===== config.mk =====
export PLATFORM = sky130hd
export DESIGN_NAME = luds_queue
export DESIGN_NICKNAME = d
export VERILOG_FILES = /design/src/rtl/luds_pkg.sv /design/src/rtl/luds_queue.sv
export SDC_FILE = /design/constraint.sdc
export NUM_CORES = 1
export LEC_CHECK = 0
export ABC_CLOCK_PERIOD_IN_PS = 8000
export BUFFER_PORTS_ARGS = -buffer_cell sky130_fd_sc_hd__buf_2
export CORE_UTILIZATION = 45
export DETAILED_ROUTE_END_ITERATION = 10
export PLACE_DENSITY = 0.69
export SLEW_MARGIN = 20
export SYNTH_ARGS = -nofsm -noshare
export SYNTH_HDL_FRONTEND = slang
export SYNTH_SLANG_ARGS = --single-unit

===== constraint.sdc =====
create_clock -name clk -period 8 [get_ports clk]
set_clock_uncertainty 0.1 [all_clocks]
set_input_delay 0.4 -clock clk [delete_from_list [all_inputs] [get_ports clk]]
set_output_delay 0.4 -clock clk [all_outputs]
set_load 0.1 [all_outputs]

===== src/rtl/luds_pkg.sv =====
// Shared types and constants of the lenient UTF-8 stream decoder.
`default_nettype none
package luds_pkg;

	localparam int unsigned MaxResults = 4;

	localparam logic [7:0] AsciiLimit = 8'h80;
	localparam logic [7:0] Lead2Mask  = 8'he0;
	localparam logic [7:0] Lead2Code  = 8'hc0;
	localparam logic [7:0] Lead3Mask  = 8'hf0;
	localparam logic [7:0] Lead3Code  = 8'he0;
	localparam logic [7:0] Lead4Mask  = 8'hf8;
	localparam logic [7:0] Lead4Code  = 8'hf0;
	localparam logic [7:0] ContMask   = 8'hc0;
	localparam logic [7:0] ContCode   = 8'h80;
	localparam logic [7:0] PayloadMask = 8'h3f;

	typedef struct packed {
		logic [7:0] data_byte;
		logic       end_of_text;
	} in_item_t;

	typedef struct packed {
		logic [20:0] code_point;
		logic        passed_raw;
		logic        run_last;
		logic        text_done;
	} out_item_t;

	// All results caused by one input byte.
	typedef struct packed {
		logic [MaxResults-1:0][20:0] code;
		logic [MaxResults-1:0]       raw;
		logic [2:0]                  count;
		logic                        end_of_text;
	} batch_t;

endpackage
`default_nettype wire


===== src/rtl/luds_queue.sv =====
// Short queue of result batches between the front end and the back end.
`default_nettype none
module luds_queue #(
	parameter int unsigned DEPTH = 4
) (
	input  wire logic             clk,
	input  wire logic             arst_n,
	input  wire logic             push,
	input  wire luds_pkg::batch_t push_batch,
	input  wire logic             pop,
	output logic                  full,
	output logic                  empty,
	output luds_pkg::batch_t      head
);

	localparam int unsigned PtrW = (DEPTH > 1) ? $clog2(DEPTH) : 1;
	localparam int unsigned CntW = $clog2(DEPTH + 1);
	localparam logic [PtrW-1:0] LastPtr = PtrW'(DEPTH - 1);

	luds_pkg::batch_t mem_q [DEPTH];
	logic [PtrW-1:0] wr_ptr_q;
	logic [PtrW-1:0] rd_ptr_q;
	logic [CntW-1:0] count_q;

	logic do_push;
	logic do_pop;

	assign full = (count_q == CntW'(DEPTH));
	assign empty = (count_q == '0);
	assign do_push = push && !full;
	assign do_pop = pop && !empty;
	assign head = mem_q[rd_ptr_q];

	always_ff @(posedge clk) begin
		if (do_push) begin
			mem_q[wr_ptr_q] <= push_batch;
		end
	end

	always_ff @(posedge clk or negedge arst_n) begin
		if (!arst_n) begin
			wr_ptr_q <= '0;
			rd_ptr_q <= '0;
			count_q <= '0;
		end else begin
			if (do_push) begin
				wr_ptr_q <= (wr_ptr_q == LastPtr) ? '0 : wr_ptr_q + PtrW'(1);
			end
			if (do_pop) begin
				rd_ptr_q <= (rd_ptr_q == LastPtr) ? '0 : rd_ptr_q + PtrW'(1);
			end
			unique case ({do_push, do_pop})
				2'b10: count_q <= count_q + CntW'(1);
				2'b01: count_q <= count_q - CntW'(1);
				default: count_q <= count_q;
			endcase
		end
	end

endmodule
`default_nettype wire


# == Word-level counts from Yosys, hierarchy flattened ==
# Memory sizes are Yosys's and may differ from the RTL's.
# Index checks and enable logic that the tools add are counted.
# classes
n_addsub,4
n_eq_ne,5
mux,5
n_reduce_logical,6
# ops
op,count
2-bit equality test (second input constant),3
3-bit case mux with 2 select lines,1
2-bit by 1-bit adder with 2-bit output (second input constant),2
2-bit 2-to-1 mux,2
3-bit by 1-bit adder with 3-bit output (second input constant),1
3-bit equality test (second input constant),1
3-bit logical NOT,1
3-bit by 1-bit subtractor with 3-bit output (second input constant),1
2-bit by 1-bit equality test with 1-bit output (second input constant),1
1-bit logical AND,2
1-bit logical NOT,2
1-bit 2-to-1 mux,2
2-bit nonzero test,1
# word_totals
regBits,7
ramBits,368
input_bits,96
out_inout_bits,94
wordCells,24
n_memories,1
# mem_list
name,depth,word_bits,read_ports,rd_clocked_by_memory_dff,write_ports,line_no,rtl
mem_q,4,92,1,0,1,luds_queue.sv:20,luds_pkg::batch_t mem_q [DEPTH];

# == Depth between registers and ports, before layout ==
# depth
word_depth,5
depth_mapped,9

# == Worst setup path after synthesis ==
# OpenSTA, ideal clock, no wires.
# synth_path
path_kind,register -> register
start,register count_q[0]
end,"memory mem_q[0][0] (netlist bit), enable pin"
setup_time_ns,0.669
t_arrival_ns,4.378
required_time_ns,7.231
slack_ns,2.853
path_stages_with_launch,4
period_less_slack_ns,5.147
path_cell_list,dfrtp_1 > nor3b_1 > nor2b_1 > and2_1
# synth_between
elab_chain_len,5
# synth_lines
item,line_no,rtl
"start, declared",luds_queue.sv:23,logic [CntW-1:0] count_q;
"start signal, assigned",luds_queue.sv:53,2'b10: count_q <= count_q + CntW'(1);
"start signal, assigned",luds_queue.sv:54,2'b01: count_q <= count_q - CntW'(1);
"start signal, assigned",luds_queue.sv:55,default: count_q <= count_q;
3-bit equality test,luds_queue.sv:28,assign full = (count_q == CntW'(DEPTH));
named net full,luds_queue.sv:11,"output logic full,"
1-bit logical NOT,luds_queue.sv:30,assign do_push = push && !full;
1-bit logical AND,luds_queue.sv:30,
1-bit 2-to-1 mux,luds_queue.sv:35,if (do_push) begin
1-bit 2-to-1 mux (not written as such),luds_queue.sv:36,mem_q[wr_ptr_q] <= push_batch;
"end, declared",luds_queue.sv:20,
# The timed path passes the listed nets, and every way through them passes these cells.

==> qor.txt <==
Status: completed
Final ANT Viol Nets: 0
Largest net degree at the start of global routing: 56
Sequential fraction of the synthesis area: 0.815
Global-route wire length before repair: 38.4 mm
Highest-delay cell along the critical path: dfrtp_4
Place WS: 4410 ps
Synthesized flop and latch total: 375
DRC errors left: 0
Cts bufs inserted: 38
Initial antenna violation count: 0
Final hold slack: 19.9 ps
Initial DRC Count: 417
Fmax: 0.287 GHz
Die ar.: 0.0313 mm2
Worst Path Required: 7500 ps
I/O Pins: 190
# port buffers: 189
Post-CTS setup buffer count: 0
Slew margin rel.: 0.409
Final period util: 0.436
Max-Cap Viols: 0
Die X: 177 um
CTS resizes: 0
Root buf cell: clkbuf_16
Share of the synthesized area in the top cell type: 0.802
TritonRoute pass-1 iters: 5
Ant. Diodes: 0
Core area: 0.0299 mm2
Num rows: 63
Worst Setup Start Kind: flip-flop
Crit. End Element: output port
Cell count after synthesis: 521
H-tree depth: 2
Die Ht: 177 um
# setup viols final: 0
Syn nets: 624
Worst Path Max Fanout: 55
Synth Warn #: 0
All-layer global routing usage: 0.164
RSZ-0062 raised after global routing: false
Nets: 894
Buffers & Inverters on Critical Path: 2
Clock tree buffer depth: 3
Yosys top cell by area: edfxtp_1
Layout cells sized above 1: 0.432
Drt total wl: 25.0 mm
Mapped Area: 0.0138 mm2
TritonCTS clock tree: yes
Worst min path class: in2reg
Worst Tran Pin Value: 887 ps
Final Max Slew Viols: 0
Setup CP Type: reg2out
Worst skew pair latency: 510 ps
Area Growth Syn to Fin: 23.3%
Initial Util: 0.461
Post-Synthesis Mean Instance Area: 26.4 um2
CP Data Arrival Time: 2990 ps
Drt wl/cell: 20.6 um
Vias post-DR: 6276
Post-DP HPWL: 14.7 mm
Clk slew on worst S/H paths: 60 ps
Via-to-Cell Ratio: 5.18
Fin Setup TNS: 0 ps
Critical path's top delay family: buffers and inverters
CP peak stage delay: 810 ps
Sink Count: 375
GPL Wtd Cong: 0.710
Post-route minimum period: 3490 ps
Overflow after GRT: 0
Vias in the first global route: 6989
Final Hold Vio Count: 0
Worst setup margin: 4510 ps
Count of cell types in the netlist: 22
Worst path cell trace: buf_4 -> mux4_2 -> buf_2
Top post-synthesis cells by area: edfxtp_1 80%, mux4_2 15%, dfrtp_1 1.3%, buf_12 0.87%, ha_1 0.54%
## registers in the layout (all words and copies together), names as in the netlist
| register | cells |
|---|---|
| count_q | 3 |
| mem_q | 368 |
| rd_ptr_q | 2 |
| wr_ptr_q | 2 |
## final timing paths
kind                                         start                 endpoint  slack [ps]  cells after the start
setup / recovery           rd_ptr_q[1]$_DFFE_PN0P_                 head[45]        4510                      3
hold / removal                      push_batch[30]   mem_q[3][30]$_DFFE_PP_          20                      1
setup reg to reg            count_q[2]$_DFFE_PN0P_   mem_q[3][57]$_DFFE_PP_        4980                      4
hold reg to reg             count_q[2]$_DFFE_PN0P_   count_q[2]$_DFFE_PN0P_         390                      1
max in group asynchronous                   arst_n  rd_ptr_q[1]$_DFFE_PN0P_        7450                      2
min in group asynchronous                   arst_n   count_q[0]$_DFFE_PN0P_         180                      2
## timing repair
action / CTS / global route
hold endpoints to repair: 202 / 2
hold buffers: 54 / 1
setup endpoints to repair: 0 / 0
## synthesized netlist by cell type (all sizes together)
library cell and number:
xor2 2, dfrtp 7, fa 1, edfxtp 368, xnor2 1, inv 7
nand2b 1, buf 19, and2 4, mux2 4, mux4 92, ha 6
mux2i 1, nor2b 1, nor2 3, clkbuf 2, nor3b 1, nor3 1
## cell usage in the layout (no fill, tap or decap), drive strengths merged, types with 2 or more instances in the layout
cell / instances
and2: 4
buf: 196
bufinv: 8
clkbuf: 47
clkinv: 14
dfrtp: 7
dlygate4sd3: 55
edfxtp: 368
ha: 6
inv: 7
mux2: 4
mux4: 92
nor2: 3
xor2: 2
## cell type report
class                   count  area, um2
repair buffers            251       1570
inverters                   7       26.3
well taps                 390        488
multi-input cells         118       2320
clock inverters            23        309
fillers                  2150      12900
clock buffers              47       1050
flip-flops and latches    375      11200
## through the flow
step           instances   util  area [um2]
5_1_grt             1211  0.569       17000
6_report            1211  0.569       17000
2_1_floorplan        521      -       13800
4_1_cts             1209  0.568       17000
3_5_place_dp        1085  0.504       15100
3_3_place_gp        1085  0.504       15100
## routing by layer
| layer | track usage | vias up | part of all wire |
|---|---|---|---|
| li1 | - | 2779 | - |
| met1 | 0.205 | 3243 | 0.40 |
| met2 | 0.286 | 213 | 0.53 |
| met3 | 0.0352 | 41 | 0.056 |
| met4 | 0.0463 | 0 | 0.018 |
| met5 | 0 | - | 0 |
## cells by family after synthesis
logic type,synth area share
simple gates,0.00445
fa+ha+maj,0.00690
mux,0.154
xor+xnor,0.00191
flops,0.815
buf+inv,0.0176
Power is not shown: default switching activity piles up to over one toggle a cycle in this logic, so the estimate is an artifact.
