## config.mk

```make
export PLATFORM = sky130hd
export DESIGN_NAME = luds_back_flat
export DESIGN_NICKNAME = d
export VERILOG_FILES = /design/src/rtl/luds_pkg.sv /design/src/rtl/luds_stream_if.sv /design/src/rtl/luds_back.sv /design/src/flat_wrapper.sv
export SDC_FILE = /design/constraint.sdc
export NUM_CORES = 1
export LEC_CHECK = 0
export BUFFER_PORTS_ARGS = -buffer_cell sky130_fd_sc_hd__buf_2
export CORE_MARGIN = 10
export CORE_UTILIZATION = 14
export DETAILED_ROUTE_END_ITERATION = 10
export PLACE_DENSITY = 0.86
export SYNTH_ARGS = -nofsm -noshare
export SYNTH_HDL_FRONTEND = slang
export SYNTH_SLANG_ARGS = --single-unit
export TNS_END_PERCENT = 50
```

## constraint.sdc

```tcl
create_clock -name clk -period 2.8 [get_ports clk]
set_input_delay 0.56 -clock clk [delete_from_list [all_inputs] [get_ports clk]]
set_output_delay 0.56 -clock clk [all_outputs]
set_load 0.005 [all_outputs]
```

## src/rtl/luds_pkg.sv

```systemverilog
// Shared types and constants of the lenient UTF-8 stream decoder.
`default_nettype none
package luds_pkg;

	localparam int unsigned MaxResults = 4;

	localparam logic [7:0] AsciiLimit = 8'h80;
	localparam logic [7:0] Lead2Mask  = 8'he0;
	localparam logic [7:0] Lead2Code  = 8'hc0;
	localparam logic [7:0] Lead3Mask  = 8'hf0;
	localparam logic [7:0] Lead3Code  = 8'he0;
	localparam logic [7:0] Lead4Mask  = 8'hf8;
	localparam logic [7:0] Lead4Code  = 8'hf0;
	localparam logic [7:0] ContMask   = 8'hc0;
	localparam logic [7:0] ContCode   = 8'h80;
	localparam logic [7:0] PayloadMask = 8'h3f;

	typedef struct packed {
		logic [7:0] data_byte;
		logic       end_of_text;
	} in_item_t;

	typedef struct packed {
		logic [20:0] code_point;
		logic        passed_raw;
		logic        run_last;
		logic        text_done;
	} out_item_t;

	// All results caused by one input byte.
	typedef struct packed {
		logic [MaxResults-1:0][20:0] code;
		logic [MaxResults-1:0]       raw;
		logic [2:0]                  count;
		logic                        end_of_text;
	} batch_t;

endpackage
`default_nettype wire

```

## src/rtl/luds_stream_if.sv

```systemverilog
// Valid/ready stream channel carrying one payload per transaction.
`default_nettype none
interface luds_stream_if #(
	parameter type payload_t = logic
) ();
	logic     valid;
	logic     ready;
	payload_t payload;

	modport source (output valid, output payload, input ready);
	modport sink (input valid, input payload, output ready);
endinterface
`default_nettype wire

```

## src/rtl/luds_back.sv

```systemverilog
// Back end: walks through each batch and hands out one result per transaction.
`default_nettype none
module luds_back (
	input  wire logic             clk,
	input  wire logic             arst_n,
	input  wire luds_pkg::batch_t head,
	input  wire logic             empty,
	output logic                  pop,
	luds_stream_if.source         point_stream
);

	logic [1:0] idx_q;
	logic       valid_q;
	luds_pkg::out_item_t item_q;

	logic load;
	logic is_last;
	logic [1:0] last_idx;

	assign last_idx = 2'(head.count - 3'd1);
	assign load = !empty && (!valid_q || point_stream.ready);
	assign is_last = (idx_q == last_idx);
	assign pop = load && is_last;

	assign point_stream.valid = valid_q;
	assign point_stream.payload = item_q;

	always_ff @(posedge clk) begin
		if (load) begin
			item_q.code_point <= head.code[idx_q];
			item_q.passed_raw <= head.raw[idx_q];
			item_q.run_last <= is_last;
			item_q.text_done <= is_last && head.end_of_text;
		end
	end

	always_ff @(posedge clk or negedge arst_n) begin
		if (!arst_n) begin
			idx_q <= '0;
			valid_q <= 1'b0;
		end else begin
			if (load) begin
				valid_q <= 1'b1;
				idx_q <= is_last ? 2'd0 : idx_q + 2'd1;
			end else if (point_stream.ready) begin
				valid_q <= 1'b0;
			end
		end
	end

endmodule
`default_nettype wire
```

## src/flat_wrapper.sv

```systemverilog
// flat-port wrapper written by rule: the top's interface ports become plain ports
module luds_back_flat 
  (clk, arst_n, head, empty, pop, point_stream_valid, point_stream_payload, point_stream_ready);
  luds_stream_if point_stream_i ();
  input  wire logic clk;
  input  wire logic arst_n;
  input  wire luds_pkg::batch_t head;
  input  wire logic empty;
  output logic pop;
  output wire logic [$bits(point_stream_i.valid)-1:0] point_stream_valid;
  output wire logic [$bits(point_stream_i.payload)-1:0] point_stream_payload;
  input wire logic [$bits(point_stream_i.ready)-1:0] point_stream_ready;
  assign point_stream_valid = point_stream_i.valid;
  assign point_stream_payload = point_stream_i.payload;
  assign point_stream_i.ready = point_stream_ready;
  luds_back u_core (.clk(clk), .arst_n(arst_n), .head(head), .empty(empty), .pop(pop), .point_stream(point_stream_i));
endmodule
```

# [Word-level counts from Yosys, hierarchy flattened]
# Cells that the tools add are included.
[word_totals] ff_bits=4 input_bits=96 output_inout_bits=3 word_cells=16
[op_classes] add_sub_neg=2 n_eq_ne=1 n_mux=3 n_reduce_logical=7
[ops] op="$logic_and 1x1->1" n=3
[ops] op="$add 2x1->2 const B" n=1
[ops] op="$eq 2x2->1" n=1
[ops] op="$logic_not 1->1" n=2
[ops] op="$mux 1" n=2
[ops] op="$mux 2" n=1
[ops] op="$reduce_bool 2->1" n=1
[ops] op="$sub 2x1->2 const B" n=1
[ops] op="$logic_or 1x1->1" n=1

# [Longest topological paths before layout]
# Gate-level depths: netlist of run 1.
[depth] ltp_word=4 ltp_mapped=3 ltp_nobuf=3

# [Worst setup path after synthesis of run 1]
# OpenSTA, ideal clock, no wires.
[synth_path] kind="in2out" start="input port head[2] in the netlist's numbering" end="output port pop" arrival_ps=1203 required_ps=2240 path_slack_ps=1037 stages=3 n_path_buf=0 cell_sequence="xnor2_1 or3b_1 a21oi_1"
[synth_between] elab_chain_cells=3
[synth_rtl] item="start: declaration" line_no="flat_wrapper.sv:7" rtl="input wire luds_pkg::batch_t head;"
[synth_rtl] item="$sub 2x1->2" line_no="luds_back.sv:20" rtl="assign last_idx = 2'(head.count - 3'd1);"
[synth_rtl] item="$eq 2x2->1" line_no="luds_back.sv:22" rtl="assign is_last = (idx_q == last_idx);"
[synth_rtl] item="$logic_and 1x1->1" line_no="luds_back.sv:23" rtl="assign pop = load && is_last;"
[synth_rtl] item="end: declaration" line_no="flat_wrapper.sv:9" rtl="output logic pop;"
# No other way between the ends.

# [Worst setup path in the final report of run 1]
# Same ends and word-level chain as after synthesis.

==> results of run 1 <==
==> state kept, by name, summed over array words and instances, names as in the netlist <==
signal / flops
u_core.point_stream.valid: 1
u_core.idx_q: 2
u_core.point_stream.payload: 1
==> logic make-up after synthesis <==
logic type             Yosys count  synth area share (%)
XOR/XNOR                         1                  4.17
flip-flops                       4                  50.0
AO/OA/AOI/OAI                    8                  25.6
AND/OR/NAND/NOR                  5                  16.7
buffers and inverters            2                  3.57
==> final cells by class <==
| cell class | count | area (sq um) | area share [%] |
|---|---|---|---|
| Timing Repair Buffer | 9 | 45.0 | 15.0 |
| Tap cell | 15 | 18.8 | 6.25 |
| Sequential cell | 4 | 105 | 35.0 |
| Inverter | 2 | 7.51 | 2.50 |
| Multi-Input combinational cell | 14 | 97.6 | 32.5 |
| Clock buffer | 4 | 26.3 | 8.75 |
==> stage by stage <==
step / setup WS [ns] / hold WS [ns] / std cells / utilization (%)
after floorplan: 1.04 / 0.264 / 20 / -
after global placement: 0.799 / 0.356 / 44 / 20.3
final: 0.801 / 0.105 / 48 / 22.2
after detailed placement: 0.802 / 0.358 / 44 / 20.3
after global routing: 0.682 / 0.0769 / 48 / 22.2
after CTS: 0.797 / 0.0999 / 48 / 22.2
==> metal layers <==
layer  GRT usage (%)  wire length [microns]  up-vias
li1                -                      -      102
met1            2.42                    160       88
met2            5.86                    267        9
met3            4.08                     78        2
met4            2.95                     12        0
met5               0                      0        -
==> worst reg2reg max path: stages, from the launching register on <==
cell and delay, ns:
dfrtp_1 0.40, xnor2_1 0.16, or3b_1 0.37, a21boi_1 0.12
==> cells in the mapped netlist <==
library cell and n:
xnor2_1 1, nor2b_1 1, or2_1 1, o21ai_0 1, or3b_1 1, nand3b_1 1
a21boi_1 1, nand2b_1 1, dfrtp_1 3, a2111oi_0 1, o31ai_1 2, inv_1 2
a21oi_1 2, edfxtp_1 1, a21o_1 1
==> worst max path at each step <==
stage | startpoint | to | slack [ns]
floorplan | head[2] | pop | 1.04
global placement | head[2] | pop | 0.80
detailed placement | head[2] | pop | 0.80
CTS | head[2] | pop | 0.80
global route | u_core.idx_q[1] | pop | 0.68
finish | head[2] | pop | 0.80
==> power by group through the flow <==
stage	registers (uW)	logic, uW	clock network, uW
detailed placement	89.8	53.3	0
finish	88.4	51.5	80.2
global route	92.0	58.5	96.8
global placement	88.1	50.7	0
CTS	88.8	53.2	83.4
floorplan	86.1	36.0	0
==> run summary, run 1 <==
Setup CP Type: in2out
Hold Fails Final Rpt: 0
mapped cell area: 210 sq um
flop2flop setup slack: 1.61 ns
Total Routing Usage GR: 3.74%
fin area: 300 sq um
R2R cell count: 3
via count: 201
Final ANT Viol Nets: 0
Sink Count: 4
commonest non-fill, non-tap cell in the layout: buf_2
Syn Area/Cell: 10.5 sq um
synth top area cells: dfrtp_1 36%, edfxtp_1 14%, o31ai_1 7.1%
Synth Net Count: 116
Most common cell on crit path: buf_2
drt wl/cell: 10.8 microns
FMAX: 500 MHz
Slew headroom: 75.5%
width of the die: 58.8 microns
Pleak: 0.000141 uW
reg2reg end: u_core.point_stream.payload
CTS tree: yes
Crit Reg-Reg Startpoint: u_core.idx_q[1]
RePlAce Congestion: 0.646
Slowest-stage cell, CP: or3b_1
Cell Area, Placed: 274 sq um
Seq pwr share: 40.1%
drt total wl: 519 microns
Syn-to-layout area delta: 42.9%
total power draw: 220 uW
final setup TNS: 0 ns
PwrDens: 733 nW/um^2
CP max FO: 3
post-detailed-route DRC marker count: 0
Combinational Power Share: 23.4%
Final #Nets: 130
CP startpoint kind: input pin
Top-Level Pins: 99
buffer levels on the longest clock path: 2
status: complete, no violations
final number of setup-violating endpoints: 0
# fillers: 152
VDD IR max: 0.186 mV
Arrival @ worst endpoint: 1.44 ns
Via density: 4.19
clock power share: 36.4%
#FFs+latches synth: 4
critical path, cell by cell: buf_2 -> xnor2_1 -> or3b_1 -> a21oi_1 -> buf_2
die height: 58.8 microns
Skew-Pair Late Insertion Delay: 0.24 ns
CTS Hold Buffers Added: 0
hpwl dp: 468 microns
largest net degree at the start of global routing: 7
Tmin final: 2.00 ns
switching power of the nets: 63.4 uW
initial antenna violation count: 0
gr ovfl total: 0
Worst path depth: 5
Pre-antenna DRT Iters: 1
Worst Hold Class: in2async
diodes inserted: 0
Starting DRT DRC Count: 0
# Max-Cap Violations: 0
Worst Path Buf+Inv: 2
vias in the first global route: 225
Seq/Total Area, Yosys: 50.0%
Port Buf Inserts: 9
commonest cells after routing, fill and taps aside: 9 x buf_2, 3 x clkbuf_4, 3 x dfrtp_1
total CTS buffers: 3
Worst Tran Pin Value: 0.358 ns
Setup Fix Bufs, Post-CTS: 0
area leader, netlist: dfrtp_1
switching part of the total: 28.8%
Mapped Cells: 20
Final period util: 71.4%
layout cells sized above 1: 36.4%
core area: 1350 sq um
first-pass GRT wire length: 890 microns
Post-Route Skew: 0.00933 ns
Cell Int Power: 157 uW
CP delay by family, top: simple AND/OR/NAND/NOR gates
post_cts resized: 0
critical path's largest stage delay: 0.37 ns
Synth cell types: 15
post-synth top area share: 35.7%
Ys Warns: 0
RSZ-0062 raised after global routing: false
FP Rows: 13
Worst EP required: 2.24 ns
clock root buffer: clkbuf_4
H-tree Lvls: 1
Initial Util: 15.6%
die area: 3450 sq um
Slew Viols, Final: 0
Worst-path clk slew: 0.05 ns
nature of the critical path endpoint: output port
Note: power is estimated with default switching activity, not from simulation.
==> inputs of run 2 (changes only) <==
--- a/config.mk
+++ b/config.mk
@@ -7,9 +7,9 @@
 export LEC_CHECK = 0
 export BUFFER_PORTS_ARGS = -buffer_cell sky130_fd_sc_hd__buf_2
 export CORE_MARGIN = 10
-export CORE_UTILIZATION = 14
+export CORE_UTILIZATION = 13
 export DETAILED_ROUTE_END_ITERATION = 10
-export PLACE_DENSITY = 0.86
+export PLACE_DENSITY = 0.81
 export SYNTH_ARGS = -nofsm -noshare
 export SYNTH_HDL_FRONTEND = slang
 export SYNTH_SLANG_ARGS = --single-unit
==> constraint.sdc (replaced) <==
create_clock -name clk -period 2 [get_ports clk]
set_input_delay 0.4 -clock clk [delete_from_list [all_inputs] [get_ports clk]]
set_output_delay 0.4 -clock clk [all_outputs]
set_load 0.005 [all_outputs]
==> run summary, run 2 (synthesized netlist as in run 1, its figures left out) <==
Tmin final: 1.82 ns
Final ANT Viol Nets: 0
Final period util: 91.1%
Slew headroom: 68.6%
multi-input logic area: 97.6 sq um
die area: 3630 sq um
first-pass GRT wire length: 876 microns
RSZ-0062 raised after global routing: false
largest reg by FF count: u_core.idx_q
diodes inserted: 0
Setup CP Type: reg2out
Starting DRT DRC Count: 2
CTS tree: yes
Worst Hold Class: in2reg
Worst-path clk slew: 0.04 ns
placed cell count: 45
# Max-Cap Violations: 0
CP max FO: 3
buffer levels on the longest clock path: 2
post-detailed-route DRC marker count: 0
Arrival @ worst endpoint: 1.42 ns
Cell Area, Placed: 275 sq um
FMAX: 549 MHz
largest net degree at the start of global routing: 7
commonest non-fill, non-tap cell in the layout: buf_2
vias in the first global route: 212
fin area: 312 sq um
Sink Count: 4
Total Routing Usage GR: 3.75%
setup ws final: 0.177 ns
Worst Tran Pin Value: 0.459 ns
final setup TNS: 0 ns
VDD IR max: 0.129 mV
Via density: 3.94
nature of the critical path endpoint: output port
Hold Fails Final Rpt: 0
H-tree Lvls: 1
drt wl/cell: 11.1 microns
core area: 1520 sq um
# fillers: 170
post_cts resized: 0
Pre-antenna DRT Iters: 3
FP Rows: 14
register area: 105 sq um
initial antenna violation count: 0
flop2flop setup slack: 0.76 ns
drt total wl: 555 microns
Post-Route Skew: 0.0116 ns
PwrDens: 1010 nW/um^2
Initial Util: 13.8%
Syn-to-layout area delta: 48.2%
Pleak: 0.000145 uW
Worst EP required: 1.60 ns
non-filler cells, final: 50
clock root buffer: clkbuf_4
via count: 197
gr ovfl total: 0
pre-CTS setup slack: 0.309 ns
CP startpoint kind: flip-flop
final number of setup-violating endpoints: 0
hpwl dp: 446 microns
status: complete, no violations
Top-Level Pins: 99
width of the die: 60.2 microns
total CTS buffers: 3
RePlAce Congestion: 0.771
Skew-Pair Late Insertion Delay: 0.25 ns
Port Buf Inserts: 9
Final #Nets: 131
Slew Viols, Final: 0
Largest register FFs: 2
layout cells sized above 1: 35.3%
commonest cells after routing, fill and taps aside: 9 x buf_2, 3 x clkbuf_4, 3 x dfrtp_1
die height: 60.2 microns
[run 2: cell types whose count changed in the layout (fill, tap and decap cells not counted), sizes merged]
cell,change
dlygate4sd3,+1
[run 2: area by class of cell]
cell class | count | share of cell area [%]
sequential | 4 | 33.7
multi-input combinational | 14 | 31.3
timing repair buffer | 10 | 17.7
clock buffer | 4 | 8.43
tap | 16 | 6.43
inverter | 2 | 2.41
[run 2: report_power, final]
part	internal [uW]	switching [uW]	total [uW]
Combinational	40.6	34.5	75.1
Sequential	105	18.3	123
Clock	75.4	41.6	117
Total	221	94.3	315
[run 2: worst paths after layout]
path	startpoint	end	cells past startpoint
min in group asynchronous	arst_n	u_core.idx_q[0]	2
worst min register to register	u_core.idx_q[1]	u_core.idx_q[1]	1
worst min-delay path	empty	u_core.point_stream.valid	2
worst max-delay path	u_core.idx_q[1]	pop	4
worst max register to register	u_core.idx_q[1]	u_core.idx_q[0]	3
max in group asynchronous	arst_n	u_core.point_stream.valid	2
[run 2: per-stage QoR]
stage               utilization [%]  hold slack, ns  total power [uW]
finish                         20.4           0.363               315
global route                   20.4           0.377               344
CTS                            20.4           0.361               323
detailed placement             18.1           0.198               199
global placement               18.1           0.196               195
floorplan                         -           0.104               171
[run 2: repair_timing]
action / 4_1_cts / 5_1_grt
endpoints found under the hold margin: 3 / 0
endpoints found under the setup margin: 0 / 0
hold buffers: 1 / 0
setup buffers: 0 / 0
[run 2: critical path, stage by stage (launching register included)]
cell and delay [ns]:
dfrtp_1 0.40, xnor2_1 0.16, or3b_1 0.38, a21oi_1 0.12, buf_2 0.12
[run 2: per-layer routing]
layer  part of all wire, %  vias to the layer above  global-route usage, %
met5                     0                        -                      0
met4                   6.3                        0                   6.73
met3                    15                        4                   2.54
met2                    47                        8                   5.00
met1                    32                       83                   2.61
li1                      -                      102                      -
